==> config.mk <==
export PLATFORM = sky130hd
export DESIGN_NAME = swm_out_fifo
export DESIGN_NICKNAME = d
export VERILOG_FILES = /design/src/rtl/swm_pkg.sv /design/src/rtl/swm_out_fifo.sv
export SDC_FILE = /design/constraint.sdc
export NUM_CORES = 1
export LEC_CHECK = 0
export BUFFER_PORTS_ARGS = -buffer_cell sky130_fd_sc_hd__buf_2
export CAP_MARGIN = 20
export CORE_MARGIN = 2
export CORE_UTILIZATION = 55
export DETAILED_ROUTE_END_ITERATION = 8
export PLACE_DENSITY = 0.81
export SETUP_SLACK_MARGIN = 0.4
export SYNTH_ARGS = -nofsm -noshare
export SYNTH_HDL_FRONTEND = slang
export SYNTH_SLANG_ARGS = --single-unit
==> constraint.sdc <==
create_clock -name aclk -period 6.5 [get_ports aclk]
set_clock_uncertainty 0.15 [all_clocks]
set_input_delay 0.325 -clock aclk [delete_from_list [all_inputs] [get_ports aclk]]
set_output_delay 0.325 -clock aclk [all_outputs]
set_load 0.02 [all_outputs]
==> src/rtl/swm_pkg.sv <==
// ----------------------------------------------------------------------------
// swm_pkg
// Shared types and fixed widths for the sliding window median filter.
// ----------------------------------------------------------------------------
package swm_pkg;

    // Fixed widths of the ports
    localparam int SAMPLE_PORT_W  = 32;
    localparam int MEDIAN_W       = 33;
    localparam int WINDOW_SIZE_W  = 7;

    localparam logic [WINDOW_SIZE_W-1:0] WINDOW_SIZE_RESET = 7'd3;

    // Per-cycle command broadcast to every cell of the chain
    typedef struct packed {
        logic update;   // cells load their next value this cycle
        logic insert;   // a new sample enters; ages advance
    } swm_ctl_t;

endpackage

==> src/rtl/swm_out_fifo.sv <==
// ----------------------------------------------------------------------------
// swm_out_fifo
// Two-entry result queue between the median stage and the output channel.
// ----------------------------------------------------------------------------
module swm_out_fifo (
    input  logic                          aclk,
    input  logic                          aresetn,
    input  logic                          push,
    input  logic [swm_pkg::MEDIAN_W-1:0]  push_data,
    output logic                          m_valid,
    input  logic                          m_ready,
    output logic [swm_pkg::MEDIAN_W-1:0]  m_data,
    output logic [1:0]                    count
);
    import swm_pkg::*;

    logic [MEDIAN_W-1:0] head_reg, head_next;
    logic [MEDIAN_W-1:0] tail_reg, tail_next;
    logic [1:0]          count_reg, count_next;
    logic                pop;

    assign m_valid = (count_reg != 2'd0);
    assign m_data  = head_reg;
    assign count   = count_reg;
    assign pop     = m_valid && m_ready;

    // Advance the queue on pop, fill the first free slot on push
    always_comb begin
        head_next  = head_reg;
        tail_next  = tail_reg;
        count_next = count_reg;
        case ({push, pop})
            2'b10: begin
                if (count_reg == 2'd0) begin
                    head_next = push_data;
                end else begin
                    tail_next = push_data;
                end
                count_next = count_reg + 2'd1;
            end
            2'b01: begin
                head_next  = tail_reg;
                count_next = count_reg - 2'd1;
            end
            2'b11: begin
                if (count_reg == 2'd1) begin
                    head_next = push_data;
                end else begin
                    head_next = tail_reg;
                    tail_next = push_data;
                end
            end
            default: begin
                count_next = count_reg;
            end
        endcase
    end

    always_ff @(posedge aclk) begin
        if (!aresetn) begin
            count_reg <= 2'd0;
        end else begin
            count_reg <= count_next;
        end
        head_reg <= head_next;
        tail_reg <= tail_next;
    end

endmodule

* Yosys cells after proc, flatten, opt, wreduce, memory -nomap -nowiden
Index checks and enable logic that the tools add are counted.
Cells by class: add/subtract/negate cells 2, equality and inequality tests 7, mux-type cells 7, reduce and logical (&&, ||, !) cells 8
Operators by type and width (number):
- 33-bit 2-to-1 mux | 4
- 33-bit case mux with 3 select lines | 1
- 33-bit case mux with 2 select lines | 1
- 2-bit inequality test, second input constant | 3
- 2-bit nonzero test | 3
- 2-bit by 1-bit equality test with 1-bit output, second input constant | 2
- 2-bit equality test, second input constant | 2
- 2-bit case mux with 2 select lines | 1
- 3-bit AND reduction | 1
- 3-bit nonzero test | 1
- 2-bit by 1-bit adder with 2-bit output, second input constant | 1
- 2-bit zero test | 1
- 2-bit AND reduction | 1
- 2-bit by 1-bit subtractor with 2-bit output, second input constant | 1
- 1-bit logical AND | 1
Storage, ports and cells: register bits 68

* Longest topological paths before layout
depth in word-level cells 5, depth in mapped cells 9, gate-level depth less buffers 7

* Worst setup path before layout
Ideal clock, no wire load.
kind reg2reg, start point register count_reg[0] (netlist: count[0]), end point register tail_reg[0], enable pin, setup time 478 ps, data arrival time 3900 ps, path slack 1972 ps, cell stages (with the launch flop) 8, cell sequence dfxtp_1 -> inv_1 -> ha_1 -> nor2b_1 -> ha_1 -> buf_2 -> nor2_1 -> a221oi_1
On the way: word-level cells in the longest chain between the ends 5, elaborated cells between the ends (all ways) 10
Ends and longest elaborated chain:
- start: declaration | line swm_out_fifo.sv:19 | logic [1:0] count_reg, count_next;
- start signal: assignment | line swm_out_fifo.sv:63 | count_reg <= count_next;
- 2-bit nonzero test | line swm_out_fifo.sv:22 | assign m_valid = (count_reg != 2'd0);
- 1-bit logical AND | line swm_out_fifo.sv:25 | assign pop = m_valid && m_ready;
- 2-bit equality test | line swm_out_fifo.sv:32 | case ({push, pop})
- 2-bit inequality test (no line) / 2-bit nonzero test (equally long branches)
- 3-bit AND reduction (no line) *
- end signal: assignment | line swm_out_fifo.sv:66 | tail_reg <= tail_next;
- end: declaration | line swm_out_fifo.sv:18 | logic [MEDIAN_W-1:0] tail_reg, tail_next;
Mark *: on every way between the ends. The rest lies on a longest branch, timed or not. A chain may end at the register's enable or synchronous reset.

* Worst setup path in the final report
start point register count_reg[0] (netlist: count[0]), end point register tail_reg[9], enable pin
The elaborated chain is that of the path after synthesis.

==> results.tsv <==
metric	value	unit
detailedPlacementHpwl	3.89	mm
viasPerCell	5.41	
cts.repair.resized	0	
setup.worst_path.class	flip-flop to flip-flop	
die_h	81.6	um
cap_violations	0	
synth-seq-cells	68	
total_setup_buffers_inserted_after_cts	0	
placementRows	28	
cp_max_fo	36	
route.vias.total	2120	
worstSetupStartpointType	flip-flop	
routabilityCongestion	0.703	
synth_top_cell_area_share	59.9	%
final_number_of_max_transition_violations	0	
critical_path_required	6.35	ns
syn-instance-count	240	
yosysUniqueCellTypes	23	
cts-root-buf	sky130_fd_sc_hd__clkbuf_8	
num_io_pins	73	
setup_total_negative_slack	0	ns
period_needed	2.80	ns
drt.antenna.violating_nets	0	
cts-hold-fix-buffers	0	
routed_wirelength	6.12	mm
drt_first_iter_violations	170	
clock_insertion_delay_worst_skew	0.35	ns
setup_viol	0	
preCtsSetupSlack	3.72	ns
detail_route.drc_violations	0	
timing.max_slew.rel_slack	32.8	%
r2r_setup_slack	3.70	ns
cellLeakagePower	1.65	nW
avgSynthCellArea	13.8	um^2
holdPathEnd	tail_reg[25]	
grt_usage	18.9	%
mapped_area	3310	um^2
min_path_cells	1	
worst_ir_drop_vdd	0.219	mV
seq_area_frac_synth	61.1	%
max_clock_freq	0.357	GHz
detail_route.wl_per_cell	15.6	um
tritoncts	done	
rsz0062_at_grt	no	
hold_path_startpoint	push_data[25]	
h_tree_level_count	3	
delay_of_the_slowest_critical_path_stage	0.42	ns
tightest_slew	1.00	ns
fp.dieW	81.6	um
ys.warnings.count	0	
worst_hold_path_type	input port to flip-flop	
clk_transition_reported_paths	0.07	ns
r2r_cells	8	
grt_pass1_wl	9.03	mm
worst_r2r_startpoint	count[0]	
timing.final.crit_share	43.1	%
dr.pass1.iters	4	
antenna_found_initial	0	
max-clock-path-buffers	2	
timing.critical_path.slowest_stage_cell	sky130_fd_sc_hd__buf_4	
num_antenna_cells	0	
final_nets	356	
start_util	56.6	%
run_status	finished, final reports clean	
grt_pass1_vias	1907	
power-per-cell-area	372	nW/um^2
least_setup_slack_across_all_paths_after_layout	3.70	ns
critPathArrivalTime	2.65	ns
synth_top_area_cell	sky130_fd_sc_hd__edfxtp_1	
die_area	6650	um^2
cp_capture_type	flip-flop	
critical_path.reg2reg.endpoint	tail_reg[9]	
port_buffer_count	72	
cts_inserted_buffers	9	
cts.sinks	68	
hold_viol	0	
synth.top_cells.by_area	sky130_fd_sc_hd__edfxtp_1 (60%), sky130_fd_sc_hd__mux2_4 (13%), sky130_fd_sc_hd__nand2_1 (7.6%), sky130_fd_sc_hd__a22oi_1 (7.5%), sky130_fd_sc_hd__ha_1 (2.6%)	
grt_start_max_net_pins	37	
crit_path_cell_trace	inv_1 > ha_1 > nor2b_1 > ha_1 > buf_4 > nor2_1 > a221oi_4 > buf_4	
synthToLayoutAreaGrowth	16.7	%
grt_residual_overflow	0	
coreArea	5850	um^2
final_layout_size_suffix_gt1_share	38.8	%
postSynthNetCount	284	
==> metrics by stage <==
step / util, % / instance area [um^2] / std cells / hold slack, ns / power (mW)
after floorplan: - / 3310 / 240 / 0.274 / 1.05
after global placement: 63.1 / 3690 / 375 / 0.340 / 1.15
after detailed placement: 63.1 / 3690 / 375 / 0.357 / 1.16
after CTS: 65.7 / 3840 / 391 / 0.0179 / 1.44
after global routing: 66.0 / 3860 / 392 / 0.0170 / 1.51
final: 66.0 / 3860 / 392 / 0.0264 / 1.44
==> Yosys cell counts (all sizes together) <==
cell type	n
a21boi	1
a21oi	1
a221oi	1
a22oi	33
buf	12
clkbuf	3
dfxtp	2
edfxtp	66
ha	7
inv	6
mux2	33
nand2	67
nand2b	1
nand3	1
nor2	2
nor2b	1
o21ai	2
xnor2	1
==> worst max-delay path by stage <==
stage,startpoint,to,slack (ns),cells after the start
5_1_grt,count[0],tail_reg[9],3.52,8
2_1_floorplan,count[0],tail_reg[0],1.97,7
4_1_cts,count[0],tail_reg[9],3.71,8
3_3_place_gp,count[0],tail_reg[3],3.79,8
3_5_place_dp,count[0],tail_reg[6],3.72,8
6_report,count[0],tail_reg[9],3.70,8
==> area by class of cell <==
| cell class | instances | area [um^2] |
|---|---|---|
| flip-flops and latches | 68 | 2020 |
| fillers | 435 | 1990 |
| multi-input cells | 151 | 1170 |
| repair buffers | 76 | 403 |
| clock buffers | 12 | 135 |
| well taps | 75 | 93.8 |
| inverters | 6 | 22.5 |
| clock inverters | 4 | 16.3 |
==> report_power, final <==
group	total [mW]	switching, mW	leakage [nW]	internal (mW)
clock network	0.281	0.147	0.0769	0.134
logic	0.492	0.294	0.916	0.198
registers	0.663	0.0342	0.653	0.629
total	1.44	0.475	1.65	0.961
==> cell families (layout without fill, tap and decap cells) <==
| kind of cell | Yosys count | after routing | synth area share (%) |
|---|---|---|---|
| AOI/OAI and AO/OA | 38 | 38 | 8.43 |
| buffers and inverters | 21 | 98 | 4.46 |
| and+or+nand+nor | 72 | 72 | 8.58 |
| muxes | 33 | 33 | 14.5 |
| adders and majority gates | 7 | 7 | 2.65 |
| DFF | 68 | 68 | 61.1 |
| xor gates and xnor gates | 1 | 1 | 0.265 |
==> worst max-delay path, delay by kind of cell, from the launching register on <==
family          cells  cell delay, ns
compound gates      1            0.19
simple gates        2            0.40
fa+ha+maj           2            0.45
buf+inv             3            0.87
flops               1            0.38
==> layout by cell type (no fill, tap or decap) <==
cell and count:
sky130_fd_sc_hd__a21boi_0 1, sky130_fd_sc_hd__a21oi_1 1, sky130_fd_sc_hd__a221oi_4 1, sky130_fd_sc_hd__a22oi_1 33
sky130_fd_sc_hd__buf_12 1, sky130_fd_sc_hd__buf_2 72, sky130_fd_sc_hd__buf_4 3, sky130_fd_sc_hd__clkbuf_1 3
sky130_fd_sc_hd__clkbuf_8 9, sky130_fd_sc_hd__clkinv_1 3, sky130_fd_sc_hd__clkinv_2 1, sky130_fd_sc_hd__dfxtp_1 2
sky130_fd_sc_hd__edfxtp_1 66, sky130_fd_sc_hd__ha_1 6, sky130_fd_sc_hd__ha_2 1, sky130_fd_sc_hd__inv_1 6
sky130_fd_sc_hd__mux2_2 4, sky130_fd_sc_hd__mux2_4 29, sky130_fd_sc_hd__nand2_1 67, sky130_fd_sc_hd__nand2b_1 1
sky130_fd_sc_hd__nand3_1 1, sky130_fd_sc_hd__nor2_1 1, sky130_fd_sc_hd__nor2_4 1, sky130_fd_sc_hd__nor2b_1 1
sky130_fd_sc_hd__o21ai_0 1, sky130_fd_sc_hd__o21ai_4 1, sky130_fd_sc_hd__xnor2_1 1
==> routing by layer <==
metal	track usage [%]	up-vias	routed length (um)
met1	24.2	1018	2520
met2	28.3	60	3100
met4	12.0	0	137
met5	0	-	0
li1	-	1026	-
met3	5.60	16	366
(Power assumes the default switching activity.)
