## src/rtl/swm_pkg.sv

```systemverilog
// ----------------------------------------------------------------------------
// swm_pkg
// Shared types and fixed widths for the sliding window median filter.
// ----------------------------------------------------------------------------
package swm_pkg;

    // Fixed widths of the ports
    localparam int SAMPLE_PORT_W  = 32;
    localparam int MEDIAN_W       = 33;
    localparam int WINDOW_SIZE_W  = 7;

    localparam logic [WINDOW_SIZE_W-1:0] WINDOW_SIZE_RESET = 7'd3;

    // Per-cycle command broadcast to every cell of the chain
    typedef struct packed {
        logic update;   // cells load their next value this cycle
        logic insert;   // a new sample enters; ages advance
    } swm_ctl_t;

endpackage

```

## src/rtl/swm_cell.sv

```systemverilog
// ----------------------------------------------------------------------------
// swm_cell
// One slot of the sorted window: holds a sample and its age, removes
// itself when expired by pulling from the right, and makes room for an
// inserted sample by pulling from the left.
// ----------------------------------------------------------------------------
module swm_cell #(
    parameter int SW = 32,
    parameter int AW = 6,
    parameter int WW = 7
) (
    input  logic                  aclk,
    input  swm_pkg::swm_ctl_t     ctl,
    input  logic [WW-1:0]         win,
    input  logic signed [SW-1:0]  new_value,
    input  logic                  live,
    input  logic                  live_d,
    input  logic                  seen_in,
    input  logic signed [SW-1:0]  right_value,
    input  logic [AW-1:0]         right_age,
    input  logic signed [SW-1:0]  left_d_value,
    input  logic [AW-1:0]         left_d_age,
    input  logic                  left_gt,
    output logic signed [SW-1:0]  value,
    output logic [AW-1:0]         age,
    output logic                  seen_out,
    output logic                  multi,
    output logic signed [SW-1:0]  d_value,
    output logic [AW-1:0]         d_age,
    output logic                  gt
);
    import swm_pkg::*;

    logic signed [SW-1:0] value_reg, value_next;
    logic [AW-1:0]        age_reg, age_next;
    logic [WW-1:0]        age_inc;
    logic                 expired;
    logic                 shift;

    assign value = value_reg;
    assign age   = age_reg;

    // Flag an entry whose next age would fall outside the window
    assign age_inc  = WW'(age_reg) + WW'(1);
    assign expired  = live && (age_inc >= win);
    assign seen_out = seen_in | expired;
    assign multi    = expired & seen_in;

    // Close the gap left by the first expired entry at or to the left
    assign shift   = seen_out;
    assign d_value = shift ? right_value : value_reg;
    assign d_age   = shift ? right_age : age_reg;

    // Empty slots count as larger than any sample
    assign gt = !live_d || (new_value < d_value);

    // Select the next content: compacted, inserted or shifted right
    always_comb begin
        value_next = d_value;
        age_next   = d_age;
        if (ctl.insert) begin
            if (gt) begin
                if (left_gt) begin
                    value_next = left_d_value;
                    age_next   = left_d_age + AW'(1);
                end else begin
                    value_next = new_value;
                    age_next   = '0;
                end
            end else begin
                age_next = d_age + AW'(1);
            end
        end
    end

    always_ff @(posedge aclk) begin
        if (ctl.update) begin
            value_reg <= value_next;
            age_reg   <= age_next;
        end
    end

endmodule

```

## config.mk

```make
export PLATFORM = sky130hd
export DESIGN_NAME = swm_cell
export DESIGN_NICKNAME = d
export VERILOG_FILES = /design/src/rtl/swm_pkg.sv /design/src/rtl/swm_cell.sv
export SDC_FILE = /design/constraint.sdc
export NUM_CORES = 1
export LEC_CHECK = 0
export BUFFER_PORTS_ARGS = -buffer_cell sky130_fd_sc_hd__buf_2
export CORE_MARGIN = 5
export CORE_UTILIZATION = 30
export CTS_BUF_LIST = sky130_fd_sc_hd__clkbuf_8
export DETAILED_ROUTE_END_ITERATION = 6
export SLEW_MARGIN = 30
export SYNTH_ARGS = -nofsm -noshare
export SYNTH_HDL_FRONTEND = slang
export SYNTH_SLANG_ARGS = --single-unit
```

## constraint.sdc

```tcl
create_clock -name aclk -period 5.6 [get_ports aclk]
set_clock_uncertainty 0.05 [all_clocks]
set_input_delay 0 -clock aclk [delete_from_list [all_inputs] [get_ports aclk]]
set_output_delay 0 -clock aclk [all_outputs]
set_load 0.02 [all_outputs]
```

-- Word-level counts from Yosys, hierarchy flattened
Index checks and enable logic that the tools add are counted.
- register bits after elaboration: 38
- bits of input ports: 122
- output and inout port bits: 79
- word-level logic and storage cells: 20
- $add $sub $neg: 3
- magnitude comparators: 2
- multiplexer cells: 8
- bitwise gates (word level): 2
- reductions and logical operators: 3
- operator list (operator ; count):
    2-to-1 mux 32 bit ; 4
    < comparator 32 bit ; 1
    2-to-1 mux 6 bit ; 4
    adder 6 x 1 -> 6 bit, second input constant ; 2
    adder 6 x 1 -> 7 bit, second input constant ; 1
    greater-or-equal comparator 7 bit ; 1
    AND 1 bit ; 1
    logical AND 1 bit ; 1
    zero test 1 bit ; 1
    logical OR 1 bit ; 1
    OR 1 bit ; 1

-- Depth between registers and ports, before layout
Gate-level depths: netlist of the first run.
- depth in word-level cells: 9
- gate-level depth with buffers: 22
- depth with buffers taken out: 19

-- Worst setup path after synthesis of the first run
No wires, ideal clock.
- path type: reg-to-reg
- start: register age_reg[2], in the netlist age[2]
- end: register age_reg[4], in the netlist age[4], data pin
- setup time: 0.261 ns
- arrival time: 5.182 ns
- path slack: 0.107 ns
- stages on the path, launching flop included: 22
- path through: edfxtp_1 -> nand2_1 -> or2_2 -> xnor2_1 -> ha_1 -> nand3_1 -> a21boi_1 -> a311oi_4 -> inv_2 -> clkbuf_1 -> clkbuf_1 -> mux2i_1 -> ha_1 -> a2111oi_0 -> nand2_1 -> mux2_1 -> a211oi_2 -> mux2_4 -> inv_4 -> buf_6 -> a31oi_1 -> o32a_1
- cells in the longest elaborated chain, start to end: 9
- ends and longest elaborated chain (what ; line ; RTL):
    start, declared ; swm_cell.sv:35 ; logic [AW-1:0] age_reg, age_next;
    start signal, assigned ; swm_cell.sv:79 ; age_reg <= age_next;
    adder 6 x 1 -> 7 bit ; swm_cell.sv:44 ; assign age_inc = WW'(age_reg) + WW'(1);
    greater-or-equal comparator 7 bit ; swm_cell.sv:45 ; assign expired = live && (age_inc >= win);
    logical AND 1 bit ; swm_cell.sv:45 ;
    OR 1 bit ; swm_cell.sv:46 ; assign seen_out = seen_in | expired;
    net seen_out ; swm_cell.sv:26 ; output logic seen_out,
    2-to-1 mux 32 bit ; swm_cell.sv:51 ; assign d_value = shift ? right_value : value_reg;
    < comparator 32 bit ; swm_cell.sv:55 ; assign gt = !live_d || (new_value < d_value);
    logical OR 1 bit ; swm_cell.sv:55 ;
    net gt ; swm_cell.sv:30 ; output logic gt
    2-to-1 mux 6 bit ; swm_cell.sv:62 ; if (gt) begin
    2-to-1 mux 6 bit ; swm_cell.sv:61 ; if (ctl.insert) begin
    net age_next[4] ; swm_cell.sv:35 ;
The timed path passes the listed nets, and every way through them passes these cells.
A chain may end at the register's enable or synchronous reset.

-- Worst setup path in the final report of the first run
- start: register age_reg[0], in the netlist age[0]
- end: register value_reg[20], in the netlist value[20], data pin
- cells in the longest elaborated chain, start to end: 9
- ends and longest elaborated chain (what ; line ; RTL):
    adder 6 x 1 -> 7 bit (*) ; swm_cell.sv:44 ;
    greater-or-equal comparator 7 bit (*) ; swm_cell.sv:45 ;
    logical AND 1 bit (*) ; swm_cell.sv:45 ;
    OR 1 bit (*) ; swm_cell.sv:46 ;
    2-to-1 mux 32 bit (*) ; swm_cell.sv:51 ;
    < comparator 32 bit ; swm_cell.sv:55 ;
    logical OR 1 bit ; swm_cell.sv:55 ;
    2-to-1 mux 32 bit ; swm_cell.sv:62 ;
    2-to-1 mux 32 bit (*) ; swm_cell.sv:61 ;
    net value_next[20] ; swm_cell.sv:34 ; logic signed [SW-1:0] value_reg, value_next;
    end signal, assigned ; swm_cell.sv:78 ; value_reg <= value_next;
    end, declared ; swm_cell.sv:34 ;
The timed path passes the listed nets; every way through them passes the cells marked *.

==> metrics, run 1 <==
outcome completed; Final setup viols 0; DRC viols 0; critical path required time roughly 5600 ps; reg2reg path depth 20; setup slack after layout 324.0 ps; most area-hungry cell type in the Yosys netlist edfxtp_1; Max Slew Vio Count 0; buffer and inverter count on the worst path 4; CP Cell Sequence ha_1 -> xor2_1 -> ha_1 -> o21a_1 -> o21a_1 -> a311oi_4 -> buf_12 -> mux2i_2 -> ha_1 -> a21oi_1 -> nor2_1 -> a2111oi_0 -> buf_4 -> o311ai_0 -> a211oi_2 -> mux2_4 -> inv_4 -> nand2_8 -> buf_12 -> mux2i_1; Area growth syn-to-layout 35.94%; Gate Count Post-Synth 365; initial antenna violation count 2; Post-DP HPWL 9782 µm; nets@finish 730; Final ANT Viol Nets 0; cell with the most instances after synthesis mux2i_1; post-synth cell types 46; largest net degree at the start of global routing 39; Seq/Total Area, Yosys a little over 30%; Final Hold Fails 0; TritonCTS clock tree yes; total chip power approximately 1.1 mW; worst-skew pair later-pin latency approximately 290 ps; Total Routing Usage GR between 10% and 20%; Post-synth EDFFs 38; multi-input logic area about 2300 µm²; synthesized flop and latch total 38; WL/cell 16.58 µm; Peak VDD IR ~86 µV; PwrDens between 200 and 250 nW/µm²; DRT Pass-1 Iters 4; relative slew slack 57.81%; Worst-Margin Slew 632.9 ps; r2r setup slk about 320 ps; crit path time final ~5300 ps; Synthesized Nets roughly 530; Synth Area per Inst roughly 10 µm²; grt ovf 0; fillers approximately 1,200; DR iter-0 viols between 150 and 200; largest cells by area after synthesis edfxtp_1, mux2i_1, ha_1; vias per inst about 4.9; Root Buffer Master clkbuf_8; TritonCTS Buffers 5; setup repair bufs after CTS 0; Synth Warn # 0; first-pass GRT wire length between 15,000 and 20,000 µm; CP Class reg2reg; RSZ-0062 raised after global routing no; full die area roughly 15,000 µm²; Post-Place Worst Slack around 160 ps; area share of the largest cell type after synthesis between 30 and 40%; top-level I/O count about 200; slowest stage delay, CP 470 ps; Initial Util a little under a third; CP endpoint kind flop; Hold Crit Depth 3; row count 40; Clock H-tree levels 2; clk slew on worst S/H paths approximately 80 ps; period utilization between 90% and 100%; post-synthesis cell area 3684 µm²; Max Fclk 189.5 MHz; Synth top cells by count mux2i_1, inv_1, ha_1; vias after detailed routing approximately 3,500; total of max-cap violations 0; Crit path depth 20; CP delay by family, top compound AO/OA/AOI/OAI gates; Die Wd around 120 µm; routability cong. just under 0.9; max reg flops 32; slowest CP cell edfxtp_1; final WL ~12,000 µm; sequential standard cell area approximately 1100 µm²; arrival time at the worst endpoint around 5300 ps; fraction of layout cells with a size suffix above 1 between 30% and 40%; vias in the first global route roughly 3,600; Hold Slack ~20 ps; Die Ht ~120 µm; Startpoint Class flop; Port Buf Inserts 200; Leakage roughly 2.7 nW; CP Max Fanout 18; Clock Path Buffers 2; worst hold-check path type in2reg; predominant post-synthesis flop cell edfxtp_1; total negative slack 0 ps; Async SR Flop Fraction 0%; Crit path top cell by count ha_1; CORE AREA between 10,000 and 15,000 µm²; utilization after layout 41.69%; CTS Sinks 38
placed cells by master, fill, tap and decap left out, types with 2 or more instances in the layout:
master    synthesis  layout
mux2i_1          97      93
ha_1             41      41
a31oi_1           2       2
nand3_1          16      16
a21oi_1          15      15
a21o_1            2       2
buf_4             0       5
o21ai_1           3       3
and3_1            8       8
nand4_1           3       3
o21a_1            3       3
nand2b_1          2       2
mux2i_2           0       4
mux2_1            2       2
o211ai_1          2       2
and2_1            2       2
xnor2_1           6       6
buf_2             1     199
inv_1            42      43
clkbuf_8          0       5
xor2_1            2       2
nor2_1            8       8
o21ai_0           5       5
edfxtp_1         38      38
o32a_1            3       3
a221oi_1          2       2
buf_12            0       3
nand2_1          26      26
nor4_1            2       2
where the power goes:
group / internal (mW) / switching, mW
clock: 0.0840 / 0.102
combinational: 0.233 / 0.333
sequential: 0.362 / 0.0243
total: 0.679 / 0.459
final timing paths:
kind	start	to
worst min-delay path	left_d_value[25]	value[25]$_DFFE_PP_
worst max-delay path	age[0]$_DFFE_PP_	value[20]$_DFFE_PP_
worst max register to register	age[0]$_DFFE_PP_	value[20]$_DFFE_PP_
worst min register to register	value[25]$_DFFE_PP_	value[25]$_DFFE_PP_
layout make-up:
type	instances	area share (%)
Antenna cell	1	0.04998
Clock buffer	5	1.374
Clock inverter	3	0.2499
Inverter	44	3.348
Multi-Input combinational cell	269	46.25
Sequential cell	38	22.79
Tap cell	147	3.673
Timing Repair Buffer	209	22.26
tightest hold or removal path, stage by stage:
cell,delay (ps)
buf_2,80
mux2i_1,60
mux2i_1,110
per-stage QoR:
step,instance area (µm²),std cells
floorplan,3684,365
global placement,4862,705
detailed placement,4865,705
CTS,4956,714
global route,5007,716
finish,5007,716
per-layer routing:
metal	part of all wire [%]	vias to the layer above	GRT usage, %
met5	0.059	-	0
met4	1.4	2	3.683
met3	8.3	14	4.771
met2	48	142	26.83
met1	42	1616	18.50
li1	-	1746	-
repair_timing:
item | 4_1_cts | 5_1_grt
endpoints found under the setup margin | 0 | 19
endpoints found under the hold margin | 1 | 0
gates resized for setup | 0 | 7
hold buffers | 1 | 0
logic make-up after synthesis:
family / after synthesis / share of synthesized area [%]
fa+ha+maj: 41 / 13.93
xor+xnor: 8 / 1.902
compound gates: 46 / 8.899
buf+inv: 58 / 6.827
mux: 101 / 27.68
simple gates: 73 / 9.783
flops: 38 / 30.98
Power figures use the tool's default switching activity.
==> run 2: changes to the inputs <==
--- a/config.mk
+++ b/config.mk
@@ -8,7 +8,6 @@
 export BUFFER_PORTS_ARGS = -buffer_cell sky130_fd_sc_hd__buf_2
 export CORE_MARGIN = 5
 export CORE_UTILIZATION = 30
-export CTS_BUF_LIST = sky130_fd_sc_hd__clkbuf_8
 export DETAILED_ROUTE_END_ITERATION = 6
 export SLEW_MARGIN = 30
 export SYNTH_ARGS = -nofsm -noshare
==> run 2 against run 1 <==
  * Maximum frequency is essentially flat
  * Clock power grew 47%
  * Utilization grew 0.39 points
  * Clock-buffer cell count grew 1
  * Register-to-register slack is essentially flat
  * Critical endpoint unchanged
==> metrics, run 2 (same netlist as run 1, synthesis figures left out) <==
clk slew on worst S/H paths 60 ps (-20 ps); Final ANT Viol Nets 0 (unchanged); Worst-Margin Slew 626.4 ps (-6.449 ps); Root Buffer Master clkbuf_16; post-route cell area 5054 µm² (+0.92%); Final setup viols 0 (unchanged); vias after detailed routing 3,523 (+0.085%); total of max-cap violations 0 (unchanged); CTS Sinks 38 (unchanged); final WL 11,880 µm (+0.11%); utilization after layout 42.07% (+0.39 points); combinational share of power 46.1% (-3.6 points); Hold Crit Depth 3 (unchanged); row count 40 (unchanged); Total Routing Usage GR 15.42% (+0.020 points); CP Max Fanout 18 (unchanged); first element of the critical path age[0]$_DFFE_PP_; setup repair bufs after CTS 0 (unchanged); worst hold-check path type in2reg; Post-DP HPWL 9782 µm (unchanged); relative slew slack 58.24% (+0.43 points); Final Hold Fails 0 (unchanged); total chip power 1.226 mW (+7.7%); Initial Util 30.67% (unchanged); PwrDens 242.5 nW/µm² (+6.7%); r2r setup slk 320 ps (about the same); Clock Path Buffers 2 (unchanged); vias in the first global route 3,593 (+0.17%); Post-Place Worst Slack 156.7 ps (unchanged); top-level I/O count 201 (unchanged); worst-skew pair later-pin latency 280 ps (about the same); TritonCTS clock tree yes; final cell count without fillers 715 (-0.14%); Max Fclk 189.5 MHz (about the same); arrival time at the worst endpoint 5250 ps (-20 ps); critical path required time 5570 ps (-20 ps); Clock H-tree levels 2 (unchanged); Startpoint Class flop; Area growth syn-to-layout 37.19%; CORE AREA 12,010 µm² (unchanged); Reg power frac 31.6% (-2.4 points); Clk network pwr share 22.3% (+6.0 points); fraction of layout cells with a size suffix above 1 39.86% (+0.070 points); reg2reg path depth 20 (unchanged); Hold Slack 31.30 ps (+10.68 ps); RSZ-0062 raised after global routing no; Int Power 758.1 µW (+12%); WL/cell 16.62 µm (+0.25%); outcome completed; worst r2r src age[0]$_DFFE_PP_; most used cells in the layout excluding fill and tap cells buf_2, mux2i_1, inv_1, ha_1, edfxtp_1; Switching Share 38.15% (-2.2 points); Die Wd 120.8 µm (unchanged); crit path time final 5277 ps (+1.519 ps); CP Class reg2reg; first-pass GRT wire length 18,040 µm (+0.27%); Area after DPL 4865 µm² (unchanged); net load switching power 467.6 µW (+1.8%); period utilization 94.24% (about the same); total negative slack 0 ps (unchanged); grt ovf 0 (unchanged); Worst Setup EP value[20]$_DFFE_PP_; Leakage 2.722 nW (+0.64%); total placed cells including tap cells 705 (unchanged); largest net degree at the start of global routing 39 (unchanged); nets@finish 729 (-0.14%); full die area 14,600 µm² (unchanged); DRC viols 0 (unchanged); Max Slew Vio Count 0 (unchanged); initial antenna violation count 2 (unchanged); routability cong. 0.8869 (unchanged); max reg flops 32 (unchanged); Port Buf Inserts 200 (unchanged); setup slack after layout 322.5 ps (-1.519 ps); worst reg2reg endpoint value[20]$_DFFE_PP_; Peak VDD IR 100.5 µV (+17%); CP endpoint kind flop; vias per inst 4.927 (+0.23%); TritonCTS Buffers 5 (unchanged); most common cell after layout, fill and taps aside buf_2; DRT Pass-1 Iters 4 (unchanged); Die Ht 120.8 µm (unchanged); DR iter-0 viols 188 (+0.53%)
[run 2: power by group through the flow]
stage               Clock [mW]  Sequential, mW  Combinational (mW)
floorplan                    0           0.431               0.321
global placement             0           0.392               0.556
detailed placement           0           0.393               0.563
CTS                      0.286           0.388               0.565
global route             0.299           0.391               0.620
finish                   0.273           0.387               0.566
[run 2: how the worst min path moves through the flow]
stage	start	slack, ps	endpoint
finish	left_d_value[19]	30	value[19]$_DFFE_PP_
detailed placement	left_d_value[25]	330	value[25]$_DFFE_PP_
floorplan	ctl[1]	60	age[0]$_DFFE_PP_
CTS	left_d_value[19]	30	value[19]$_DFFE_PP_
global placement	left_d_value[24]	310	value[24]$_DFFE_PP_
global route	left_d_value[21]	50	value[21]$_DFFE_PP_
[run 2: what timing repair did]
item	in CTS	in global routing
gates resized for setup	0	7
setup endpoints to repair	0	19
hold buffers	0	0
[run 2: final cells by class]
| class | instances | area, µm² |
|---|---|---|
| Fill cell | 1177 | 6958 |
| Multi-Input combinational cell | 269 | 2316 |
| Sequential cell | 38 | 1141 |
| Timing Repair Buffer | 208 | 1105 |
| Tap cell | 147 | 183.9 |
| Inverter | 44 | 167.7 |
| Clock buffer | 6 | 128.9 |
| Clock inverter | 2 | 8.758 |
| Antenna cell | 1 | 2.502 |
[run 2: critical path, cell delays in order, from the launching register on]
cell	delay, ps
edfxtp_1	470
ha_1	270
xor2_1	150
ha_1	280
o21a_1	180
o21a_1	200
a311oi_4	430
buf_12	220
mux2i_2	290
ha_1	290
a21oi_1	160
nor2_1	50
a2111oi_0	350
buf_4	180
o311ai_0	180
a211oi_2	230
mux2_4	370
inv_4	150
nand2_8	140
buf_12	220
mux2i_1	130
[run 2: metal layers]
layer | part of all wire, % | global-route usage (%) | wire [µm]
met5 | 0.059 | 0 | 7
met4 | 1.5 | 3.895 | 173
met3 | 8.2 | 4.630 | 980
met2 | 48 | 26.93 | 5752
met1 | 42 | 18.47 | 4971
